$ cat config.mk
export PLATFORM = sky130hd
export DESIGN_NAME = udp_latency_probe_parser
export DESIGN_NICKNAME = d
export VERILOG_FILES = /design/src/rtl/ulp_pkg.sv /design/src/rtl/ulp_frame_parse.sv /design/src/rtl/ulp_result.sv /design/src/rtl/udp_latency_probe_parser.sv
export SDC_FILE = /design/constraint.sdc
export NUM_CORES = 1
export LEC_CHECK = 0
export BUFFER_PORTS_ARGS = -buffer_cell sky130_fd_sc_hd__buf_2
export CORE_MARGIN = 2
export CORE_UTILIZATION = 54
export CTS_CLUSTER_SIZE = 14
export DETAILED_ROUTE_END_ITERATION = 12
export PLACE_DENSITY_LB_ADDON = 0.15
export SLEW_MARGIN = 40
export SYNTH_ARGS = -nofsm -noshare
export SYNTH_HDL_FRONTEND = slang
export SYNTH_SLANG_ARGS = --single-unit
$ cat constraint.sdc
create_clock -name clock -period 11.15 [get_ports clock]
set_input_delay 1.115 -clock clock [delete_from_list [all_inputs] [get_ports clock]]
set_output_delay 1.115 -clock clock [all_outputs]
set_load 0.05 [all_outputs]
$ cat src/rtl/ulp_pkg.sv
`default_nettype none
package ulp_pkg;

   localparam logic [15:0] ETH_HDR_BYTES   = 16'd14;
   localparam logic [15:0] IPV4_MIN_END    = 16'd34;
   localparam logic [15:0] UDP_HDR_BYTES   = 16'd8;
   localparam logic [15:0] PROBE_BYTES     = 16'd16;
   localparam logic [15:0] ETYPE_HI_POS    = 16'd12;
   localparam logic [15:0] ETYPE_LO_POS    = 16'd13;
   localparam logic [15:0] IHL_POS         = 16'd14;
   localparam logic [15:0] PROTO_POS       = 16'd23;
   localparam logic [15:0] LENGTH_MAX      = 16'hFFFF;
   localparam logic [15:0] ETHERTYPE_IPV4  = 16'h0800;
   localparam logic [7:0]  PROTO_UDP       = 8'd17;
   localparam logic [31:0] NO_SEQUENCE     = 32'hFFFF_FFFF;
   localparam logic signed [63:0] LATENCY_FLOOR = -64'sd100000;

   // Byte offset of the UDP payload for a given IP header length in words.
   function automatic logic [15:0] payload_offset(input logic [3:0] ihl);
      payload_offset = ETH_HDR_BYTES + UDP_HDR_BYTES + {10'b0, ihl, 2'b00};
   endfunction

   // Frame summary handed from the byte parser to the result stage.
   typedef struct packed {
      logic [15:0] frame_length;
      logic [15:0] frame_type;
      logic [7:0]  ip_protocol;
      logic [3:0]  ip_header_words;
      logic [31:0] sequence_number;
      logic [63:0] send_time_ns;
      logic [63:0] receive_time_ns;
   } frame_summary_type;

endpackage
`default_nettype wire

$ cat src/rtl/ulp_frame_parse.sv
`default_nettype none
module ulp_frame_parse (
   input  wire logic                        clock,
   input  wire logic                        reset,
   input  wire logic                        req_valid,
   output logic                             req_stall,
   input  wire logic [7:0]                  req_data_byte,
   input  wire logic                        req_last_byte,
   input  wire logic [63:0]                 req_receive_time_ns,
   output logic                             summary_valid,
   output ulp_pkg::frame_summary_type       summary,
   input  wire logic                        summary_take
);

   logic [15:0] pos_ff, pos_in;
   logic [15:0] etype_ff, etype_in;
   logic [7:0]  proto_ff, proto_in;
   logic [3:0]  ihl_ff, ihl_in;
   logic [31:0] seq_ff, seq_in;
   logic [63:0] send_ff, send_in;
   logic        summary_valid_ff;
   ulp_pkg::frame_summary_type summary_ff, summary_in;

   logic        accept;
   logic [15:0] poff;
   logic [15:0] k;
   logic        in_probe;

   assign req_stall = summary_valid_ff && !summary_take;
   assign accept    = req_valid && !req_stall;

   always_comb begin
      etype_in = etype_ff;
      proto_in = proto_ff;
      ihl_in   = ihl_ff;
      seq_in   = seq_ff;
      send_in  = send_ff;

      // The offset uses the header length as it stood before this byte.
      poff     = ulp_pkg::payload_offset(ihl_ff);
      k        = pos_ff - poff;
      in_probe = (pos_ff >= poff) && (k < ulp_pkg::PROBE_BYTES);

      if (pos_ff == ulp_pkg::ETYPE_HI_POS) begin
         etype_in[15:8] = req_data_byte;
      end else if (pos_ff == ulp_pkg::ETYPE_LO_POS) begin
         etype_in[7:0] = req_data_byte;
      end else if (pos_ff == ulp_pkg::IHL_POS) begin
         ihl_in = req_data_byte[3:0];
      end else if (pos_ff == ulp_pkg::PROTO_POS) begin
         proto_in = req_data_byte;
      end

      // Probe bytes 4 to 7 are the spare word and are not kept.
      if (in_probe) begin
         if (k[3]) begin
            send_in[k[2:0]*8 +: 8] = req_data_byte;
         end else if (!k[2]) begin
            seq_in[k[1:0]*8 +: 8] = req_data_byte;
         end
      end

      pos_in = (pos_ff == ulp_pkg::LENGTH_MAX) ? pos_ff : pos_ff + 16'd1;

      summary_in.frame_length    = pos_in;
      summary_in.frame_type      = etype_in;
      summary_in.ip_protocol     = proto_in;
      summary_in.ip_header_words = ihl_in;
      summary_in.sequence_number = seq_in;
      summary_in.send_time_ns    = send_in;
      summary_in.receive_time_ns = req_receive_time_ns;
   end

   always_ff @(posedge clock) begin
      if (reset) begin
         pos_ff           <= '0;
         etype_ff         <= '0;
         proto_ff         <= '0;
         ihl_ff           <= '0;
         seq_ff           <= '0;
         send_ff          <= '0;
         summary_valid_ff <= 1'b0;
      end else begin
         if (accept && req_last_byte) begin
            pos_ff           <= '0;
            etype_ff         <= '0;
            proto_ff         <= '0;
            ihl_ff           <= '0;
            seq_ff           <= '0;
            send_ff          <= '0;
            summary_valid_ff <= 1'b1;
         end else begin
            if (accept) begin
               pos_ff   <= pos_in;
               etype_ff <= etype_in;
               proto_ff <= proto_in;
               ihl_ff   <= ihl_in;
               seq_ff   <= seq_in;
               send_ff  <= send_in;
            end
            if (summary_take) begin
               summary_valid_ff <= 1'b0;
            end
         end
      end
   end

   always_ff @(posedge clock) begin
      if (accept && req_last_byte) begin
         summary_ff <= summary_in;
      end
   end

   assign summary_valid = summary_valid_ff;
   assign summary       = summary_ff;

endmodule
`default_nettype wire

$ cat src/rtl/ulp_result.sv
`default_nettype none
module ulp_result (
   input  wire logic                        clock,
   input  wire logic                        reset,
   input  wire logic                        summary_valid,
   input  wire ulp_pkg::frame_summary_type  summary,
   output logic                             summary_take,
   output logic                             rsp_valid,
   input  wire logic                        rsp_stall,
   output logic [15:0]                      rsp_frame_length,
   output logic [15:0]                      rsp_payload_bytes,
   output logic                             rsp_probe_found,
   output logic [31:0]                      rsp_sequence_number,
   output logic                             rsp_latency_valid,
   output logic signed [63:0]               rsp_latency_ns
);

   logic        valid_ff;
   logic [15:0] length_ff;
   logic [15:0] pay_ff, pay_in;
   logic        probe_ff, probe_in;
   logic [31:0] seq_ff, seq_in;
   logic        lvalid_ff, lvalid_in;
   logic signed [63:0] lat_ff, lat_in;

   logic [15:0] poff;
   logic        udp_ok;
   logic signed [63:0] diff;

   assign summary_take = summary_valid && (!valid_ff || !rsp_stall);

   always_comb begin
      poff   = ulp_pkg::payload_offset(summary.ip_header_words);
      udp_ok = (summary.frame_length >= ulp_pkg::ETH_HDR_BYTES)
            && (summary.frame_type == ulp_pkg::ETHERTYPE_IPV4)
            && (summary.frame_length >= ulp_pkg::IPV4_MIN_END)
            && (summary.ip_protocol == ulp_pkg::PROTO_UDP)
            && (summary.frame_length >= poff);
      pay_in   = udp_ok ? summary.frame_length - poff : 16'd0;
      probe_in = pay_in >= ulp_pkg::PROBE_BYTES;
      seq_in   = probe_in ? summary.sequence_number : ulp_pkg::NO_SEQUENCE;

      // The difference wraps and is then read as a signed value.
      diff      = $signed(summary.receive_time_ns - summary.send_time_ns);
      lvalid_in = probe_in && (summary.send_time_ns != 64'd0)
               && (diff >= ulp_pkg::LATENCY_FLOOR);
      lat_in    = lvalid_in ? diff : 64'sd0;
   end

   always_ff @(posedge clock) begin
      if (reset) begin
         valid_ff <= 1'b0;
      end else if (summary_take) begin
         valid_ff <= 1'b1;
      end else if (!rsp_stall) begin
         valid_ff <= 1'b0;
      end
   end

   always_ff @(posedge clock) begin
      if (summary_take) begin
         length_ff <= summary.frame_length;
         pay_ff    <= pay_in;
         probe_ff  <= probe_in;
         seq_ff    <= seq_in;
         lvalid_ff <= lvalid_in;
         lat_ff    <= lat_in;
      end
   end

   assign rsp_valid           = valid_ff;
   assign rsp_frame_length    = length_ff;
   assign rsp_payload_bytes   = pay_ff;
   assign rsp_probe_found     = probe_ff;
   assign rsp_sequence_number = seq_ff;
   assign rsp_latency_valid   = lvalid_ff;
   assign rsp_latency_ns      = lat_ff;

endmodule
`default_nettype wire

$ cat src/rtl/udp_latency_probe_parser.sv
// Parses an Ethernet frame presented one byte per transfer and reports one
// result per frame: frame length, UDP payload length, probe sequence number and
// the signed latency between the little-endian send time carried in the probe and
// the receive time sampled with the last byte. The block takes one byte every
// clock cycle while the request side is not stalled, with no gaps between frames;
// the result for a frame passes through a frame summary register and then the
// result register, so the next frame's bytes flow in while a result waits.
// Stall on the request side rises only when both registers hold unread results.
`default_nettype none
module udp_latency_probe_parser (
   input  wire logic               clock,
   input  wire logic               reset,
   input  wire logic               req_valid,
   output logic                    req_stall,
   input  wire logic [7:0]         req_data_byte,
   input  wire logic               req_last_byte,
   input  wire logic [63:0]        req_receive_time_ns,
   output logic                    rsp_valid,
   input  wire logic               rsp_stall,
   output logic [15:0]             rsp_frame_length,
   output logic [15:0]             rsp_payload_bytes,
   output logic                    rsp_probe_found,
   output logic [31:0]             rsp_sequence_number,
   output logic                    rsp_latency_valid,
   output logic signed [63:0]      rsp_latency_ns
);

   logic                       summary_valid;
   logic                       summary_take;
   ulp_pkg::frame_summary_type summary;

   ulp_frame_parse u_parse (
      .clock               (clock),
      .reset               (reset),
      .req_valid           (req_valid),
      .req_stall           (req_stall),
      .req_data_byte       (req_data_byte),
      .req_last_byte       (req_last_byte),
      .req_receive_time_ns (req_receive_time_ns),
      .summary_valid       (summary_valid),
      .summary             (summary),
      .summary_take        (summary_take)
   );

   ulp_result u_result (
      .clock               (clock),
      .reset               (reset),
      .summary_valid       (summary_valid),
      .summary             (summary),
      .summary_take        (summary_take),
      .rsp_valid           (rsp_valid),
      .rsp_stall           (rsp_stall),
      .rsp_frame_length    (rsp_frame_length),
      .rsp_payload_bytes   (rsp_payload_bytes),
      .rsp_probe_found     (rsp_probe_found),
      .rsp_sequence_number (rsp_sequence_number),
      .rsp_latency_valid   (rsp_latency_valid),
      .rsp_latency_ns      (rsp_latency_ns)
   );

endmodule
`default_nettype wire

==> out/metrics.csv, run 1 <==
stage;metric;value;unit
placed_design;dpl_worst_slack;6.417;ns
route;viasPerCell;5.828;
setup_path;cp_data_arrival_time;5.30;ns
clock_network;clkSlewWorstSetupHoldPaths;0.06;ns
yosys;synthCells;2358;
global_route;grt_start_max_net_pins;126;
placed_design;hpwl;50.33;mm
route;ant_nets;0;
clock_network;postCtsResizedCells;0;
global_route;grtUsageMet3;4.028;%
route;vias;18277;
layout;syn_to_final_growth;12.74;%
setup_path;crit_path_cell_trace;ha_1 > fa_1 > nand2b_1 > a21oi_1 > nor2_1 > o31ai_1 > a31oi_1 > o21bai_1 > xnor2_1 > a2111o_1 > nor4_1 > nand4_1 > buf_4 > a211oi_1;
setup_path;startpoint_type;flop;
timing;finalCriticalPeriod;4.881;ns
layout;drive_above_1_share;15.92;%
setup_path;cp-end-kind;flop;
job;cap_violations;0;
yosys;avgSynthCellArea;10.07;µm²
yosys;ys_top_cells_by_count;edfxtp_1 (334), nor2_1 (333), nand2_1 (249), a21oi_1 (197), dfxtp_1 (142);
clock_network;cts_setup_buffers;0;
global_route;grt_use_met1;38.63;%
setup_path;r2r-end;u_result.rsp_latency_ns[28];
route;drcViolationCount;0;
power;p_per_area;151.6;mW/mm²
die;rows;76;
timing;fin_skew;0.02379;ns
route;drt_wl_total;67.83;mm
yosys;yosysSeqAreaShare;54.24;%
clock_network;insertion_delay;0.61;ns
yosys;synthMuxAreaShare;4.007;%
setup_path;cpPeakStageDelay;0.48;ns
die;start_util;54.86;%
timing;setup_violations;0;
global_route;grt_pass1_wl;102.8;mm
yosys;synth_compound_area_share;12.59;%
die;core;0.04327;mm²
setup_path;crit_fanout;65;
clock_network;cts_made_buffers;48;
power;leakage;10.05;nW
yosys;yosysTopAreaCell;edfxtp_1;
timing;worst_slack;6.269;ns
clock_network;cts_hold_buf;0;
layout;final_nets;2678;
setup_path;path_class;reg2reg;
layout;n_fill_cell;3572;
global_route;grt_pass1_vias;17713;
timing;max_freq;204.9;MHz
yosys;synth-xor-area-share;3.432;%
min_path;hold_path.class;reg2reg;
setup_path;timing.rr.start;u_parse.summary[64];
yosys;synth_top_area_share;42.26;%
status;status;completed;
yosys;yosys-top-cells-area;edfxtp_1 (42%), dfxtp_1 (12%), nor2_1 (5.3%);
yosys;synthArstFlopShare;0;%
die;io_pins;209;
setup_path;reg2regPathDepth;14;
yosys;ys_warn_count;0;
yosys;syn-num-nets;2524;
setup_path;reg2reg_slack;6.27;ns
placed_design;place_area;0.02514;mm²
yosys;synth_fa_ha_area_share;4.787;%
timing;slew_headroom;43.70;%
yosys;yosysUniqueCellTypes;76;
die;die_x;213.6;µm
min_path;hold_start;u_parse.send_ff[54];
setup_path;crit_required;11.57;ns
global_route;grt-busiest-layer;met2;
yosys;synth_top_family_by_area;simple AND/OR/NAND/NOR gates;
yosys;synth-seq-cells;476;
route;route.detailed.wl_per_inst;21.63;µm
die;dieArea;0.04564;mm²
clock_network;cts_tree;yes;
timing;period_share;43.78;%
global_route;grt_overflow;0;
clock_network;cts-root-buf;clkbuf_16;
global_route;grt_use_total;29.86;%
clock_network;cts_sinks;476;
timing;tightest_slew;0.8370;ns
min_path;hold_end;u_parse.send_ff[54];
min_path;hold_depth;2;
yosys;synth_most_common_cell;edfxtp_1;
layout;diodes;0;
yosys;netlist_area;0.02373;mm²
global_route;met2_usage;51.13;%
power;max-vdd-ir-drop;0.1439;mV
placed_design;place.gp.congestion;0.9739;
timing;slew_viol_final;0;
placed_design;portBuffers;208;
clock_network;clockBufferDepth;3;
yosys;ys.flop_type;edfxtp_1;
die;die_y;213.6;µm
timing;finalHoldViolCount;0;
global_route;antenna_found_initial;0;
yosys;synth_edf_count;334;
setup_path;cp_slowest_cell;o31ai_1;
yosys;synthSimpleGateAreaFrac;17.44;%
clock_network;h-tree-depth;2;
layout;final_area;0.02676;mm²
route;drt_iter0_markers;1635;
timing;setup_tns;0;ns
route;firstDrtPassIters;6;
timing;rsz0062_at_grt;no;
[critical path: cells and delay by family (launching register included)]
| family | cells | cell delay, ns |
|---|---|---|
| and+or+nand+nor | 4 | 0.76 |
| AOI/OAI and AO/OA | 6 | 2.20 |
| adders and majority gates | 2 | 0.65 |
| xor gates and xnor gates | 1 | 0.26 |
| DFF | 1 | 0.44 |
| buffers and inverters | 1 | 0.35 |
[metrics by stage]
stage / hold slack, ns / std cells / power, W / util [%]
floorplan: 0.4212 / 2358 / 0.002294 / -
global placement: 0.4334 / 3047 / 0.002431 / 58.06
detailed placement: 0.4425 / 3047 / 0.002434 / 58.11
CTS: 0.4503 / 3136 / 0.004078 / 61.84
global route: 0.4713 / 3136 / 0.004194 / 61.85
finish: 0.4499 / 3136 / 0.004057 / 61.85
[worst max path at each step]
stage | startpoint | to | slack (ns) | depth (start not counted)
final | u_parse.summary[64] | u_result.rsp_latency_ns[28] | 6.27 | 14
after global routing | u_parse.summary[160] | u_result.rsp_latency_ns[28] | 6.00 | 15
after CTS | u_parse.summary[64] | u_result.rsp_latency_ns[28] | 6.39 | 14
after detailed placement | u_parse.summary[64] | u_result.rsp_latency_ns[28] | 6.42 | 14
after global placement | u_parse.summary[29] | u_result.rsp_latency_ns[44] | 6.28 | 12
after floorplan | rsp_stall | u_result.rsp_frame_length[0] | 3.26 | 1
[power breakdown]
group	leakage [nW]	internal, W	switching [W]
combinational	4.97	0.000134	0.000300
sequential	4.28	0.00194	0.0000319
clock	0.791	0.000949	0.000704
[cell usage in the layout, fill, tap and decap left out, types with 6 or more instances in the layout]
cell	count
or2_2	10
edfxtp_1	334
o31ai_1	9
clkbuf_16	48
nand4_1	42
clkinv_1	6
buf_2	208
clkbuf_1	8
ha_1	86
nor3_1	93
and2_1	10
inv_1	92
nand3_1	30
nor4_1	36
o211ai_1	12
xnor2_1	44
dfxtp_1	142
a31oi_1	16
clkinv_2	10
o21a_1	8
a21oi_1	197
nand2_1	248
mux2_2	80
a211oi_1	11
o21ai_0	132
a21boi_0	19
xor2_1	49
a21o_1	28
and3_1	7
nor2_1	333
o21bai_1	10
nand2b_1	47
nor2b_1	17
or3_1	9
[flip-flops by register name, summed over array words and instances (netlist names)]
signal / cells
u_result.rsp_sequence_number: 32
u_parse.summary: 204
u_parse.seq_ff: 32
u_result.rsp_payload_bytes: 16
u_result.rsp_valid: 1
u_parse.pos_ff: 16
u_result.rsp_latency_ns: 64
u_result.rsp_latency_valid: 1
u_parse.summary_valid: 1
u_result.rsp_frame_length: 16
u_parse.ihl_ff: 4
u_parse.etype_ff: 16
u_parse.proto_ff: 8
u_parse.send_ff: 64
u_result.rsp_probe_found: 1
[kinds of logic after synthesis]
kind of cell / after synthesis
buffers and inverters: 206
DFF: 476
and+or+nand+nor: 910
AOI/OAI and AO/OA: 499
muxes: 85
adders and majority gates: 89
xor gates and xnor gates: 93
[cell type report]
class / instances / area, µm² / share of cell area (%)
Tap cell: 585 / 732.0 / 2.735
Clock inverter: 28 / 314.1 / 1.174
Inverter: 93 / 361.6 / 1.351
Multi-Input combinational cell: 1676 / 10050 / 37.58
Timing Repair Buffer: 217 / 1124 / 4.199
Sequential cell: 476 / 12870 / 48.11
Clock buffer: 61 / 1300 / 4.858
[per-layer routing]
layer | part of all wire, % | routed length, µm | vias to the layer above
met2 | 49 | 33000 | 609
met3 | 5.4 | 3655 | 140
li1 | - | - | 8742
met5 | 0 | 0 | -
met4 | 4.0 | 2720 | 0
met1 | 42 | 28450 | 8786
Note: power is estimated with default switching activity, not from simulation.
==> run 2, diff against run 1 <==
--- a/config.mk
+++ b/config.mk
@@ -7,7 +7,7 @@
 export LEC_CHECK = 0
 export BUFFER_PORTS_ARGS = -buffer_cell sky130_fd_sc_hd__buf_2
 export CORE_MARGIN = 2
-export CORE_UTILIZATION = 54
+export CORE_UTILIZATION = 60
 export CTS_CLUSTER_SIZE = 14
 export DETAILED_ROUTE_END_ITERATION = 12
 export PLACE_DENSITY_LB_ADDON = 0.15
==> constraint.sdc (replaced) <==
create_clock -name clock -period 4.9 [get_ports clock]
set_input_delay 0.49 -clock clock [delete_from_list [all_inputs] [get_ports clock]]
set_output_delay 0.49 -clock clock [all_outputs]
set_load 0.05 [all_outputs]
==> run 2 against run 1 <==
Critical path depth unchanged; wire length down 0.87%; final area grew 0.39%.
==> out/metrics.csv, run 2 (same netlist as run 1, synthesis figures left out) <==
stage;metric;value;unit
route;route.detailed.wl_per_inst;21.79;µm
layout;ff_latch_area;0.01288;mm²
placed_design;portBuffers;208;
power;p_comb_share;11.2;%
setup_path;reg2reg_slack;0.15;ns
route;drt_wl_total;67.24;mm
route;drt-met1-wl;27.28;mm
setup_path;reg2regPathDepth;14;
die;die_x;202.9;µm
power;seqPwrFrac;49.6;%
global_route;grt_use_total;32.56;%
layout;fin_util;69.18;%
power;p_per_area;336.3;mW/mm²
clock_network;cts_made_buffers;48;
die;dieArea;0.04116;mm²
layout;syn_to_final_growth;13.18;%
setup_path;cp-end-kind;flop;
route;top_layer;met4;
timing;max_freq;210.4;MHz
placed_design;place_area;0.02533;mm²
setup_path;crit_path_cell_trace;inv_1 > ha_1 > a21oi_1 > o21ai_0 > a221oi_2 > o21ai_2 > a21boi_1 > o211ai_1 > a2111oi_0 > nand4_1 > nor4_1 > nand4_1 > buf_12 > a211oi_1;
clock_network;cts_sinks;476;
timing;rsz0062_at_grt;no;
power;cell_internal_pwr;0.006745;W
global_route;grt_pass1_vias;18152;
route;drcViolationCount;0;
layout;diodes;0;
timing;period_share;97.00;%
setup_path;crit_buf_inv;2;
route;wl_met2;32.90;mm
clock_network;clkSlewWorstSetupHoldPaths;0.06;ns
global_route;grt_pass1_wl;102.6;mm
setup_path;cpPeakStageDelay;0.54;ns
setup_path;startpoint_type;flop;
clock_network;cts-root-buf;clkbuf_16;
clock_network;h-tree-depth;2;
power;switchingPower;0.002290;W
layout;layout_common_cells;edfxtp_1 (334), nor2_1 (333), nand2_1 (247);
route;viasPerCell;6.050;
layout;n_fill_cell;2929;
die;rows;72;
min_path;hold_end;u_parse.summary[8];
route;wl_met3;3.851;mm
setup_path;crit_required;5.31;ns
die;io_pins;209;
setup_path;timing.rr.start;u_parse.summary[68];
setup_path;r2r-end;u_result.rsp_latency_ns[28];
job;cap_violations;0;
setup_path;path_class;reg2reg;
min_path;hold_path.class;in2reg;
global_route;grt_start_max_net_pins;91;
power;leakage;10.11;nW
status;status;completed;
global_route;antenna_found_initial;0;
route;drt_iter0_markers;1489;
power;max-vdd-ir-drop;0.3596;mV
placed_design;hpwl;50.57;mm
layout;multi_input_area;0.01013;mm²
setup_path;cp_slowest_cell;a221oi_2;
timing;slew_viol_final;0;
setup_path;cp_data_arrival_time;5.17;ns
placed_design;place.gp.congestion;0.9886;
layout;drive_above_1_share;16.63;%
power;power;0.009035;W
route;firstDrtPassIters;6;
timing;tightest_slew;0.8372;ns
global_route;grt_overflow;0;
route;vias;18669;
setup_path;crit_fanout;65;
min_path;hold_start;req_receive_time_ns[8];
timing;finalHoldViolCount;0;
die;die_y;202.9;µm
power;power_frac_clock;39.3;%
layout;layout_commonest_cell;edfxtp_1;
die;start_util;61.13;%
timing;finalCriticalPeriod;4.753;ns
power;p_sw_share;25.34;%
min_path;hold_depth;1;
timing;slew_headroom;43.46;%
clock_network;cts_tree;yes;
timing;fin_skew;0.01733;ns
layout;final_nets;2695;
timing;setup_violations;0;
layout;final_area;0.02686;mm²
setup_path;crit_family;compound AO/OA/AOI/OAI gates;
layout;largest_register_ffs;204;
setup_path;cpMostUsedCell;nand4_1;
route;ant_nets;0;
die;core;0.03883;mm²
clock_network;insertion_delay;0.59;ns
clock_network;clockBufferDepth;3;
clock_network;cts_hold_buf;0;
==> run 2: power by group through the flow <==
| stage | clock network, W | logic [W] | registers, W |
|---|---|---|---|
| 2_1_floorplan | 0 | 0.000637 | 0.00459 |
| 3_3_place_gp | 0 | 0.000970 | 0.00456 |
| 3_5_place_dp | 0 | 0.000982 | 0.00456 |
| 4_1_cts | 0.00359 | 0.000989 | 0.00448 |
| 5_1_grt | 0.00375 | 0.00109 | 0.00449 |
| 6_report | 0.00355 | 0.00101 | 0.00448 |
==> run 2: timing repair <==
action | in CTS | in global routing
hold endpoints to repair | 0 | 0
setup buffers | 0 | 0
endpoints found under the setup margin | 0 | 1
resized for setup | 0 | 1
==> run 2: stage by stage <==
stage | worst slack (ns) | hold slack (ns) | cells | TNS [ns]
final | 0.1471 | 0.07806 | 3086 | 0
after detailed placement | 0.3180 | 0.4419 | 2996 | 0
after global placement | 0.2920 | 0.4351 | 2994 | 0
after global routing | 0.02298 | 0.05406 | 3086 | 0
after floorplan | -0.1734 | 0.4244 | 2358 | -9.029
after CTS | 0.2976 | 0.05528 | 3085 | 0
==> run 2: how the worst max path moves through the flow <==
stage                             start                          end  cells past startpoint  slack, ns
finish              u_parse.summary[68]  u_result.rsp_latency_ns[28]                     14       0.15
global route        u_parse.summary[70]  u_result.rsp_latency_ns[31]                     14       0.02
CTS                 u_parse.summary[68]  u_result.rsp_latency_ns[28]                     14       0.30
detailed placement  u_parse.summary[70]  u_result.rsp_latency_ns[28]                     14       0.32
global placement    u_parse.summary[70]  u_result.rsp_latency_ns[28]                     14       0.29
floorplan                     rsp_stall           u_parse.seq_ff[25]                     10      -0.17
==> run 2: final cells by class <==
| type | count | area share, % |
|---|---|---|
| Timing Repair Buffer | 234 | 5.026 |
| Inverter | 93 | 1.314 |
| Tap cell | 518 | 2.413 |
| Sequential cell | 476 | 47.93 |
| Clock buffer | 65 | 4.821 |
| Multi-Input combinational cell | 1676 | 37.71 |
| Clock inverter | 24 | 0.7825 |
==> run 2: layer usage <==
| layer | global-route usage, % | vias up |
|---|---|---|
| li1 | - | 8791 |
| met1 | 41.46 | 8985 |
| met2 | 55.36 | 736 |
| met3 | 4.767 | 157 |
| met4 | 14.62 | 0 |
| met5 | 0 | - |
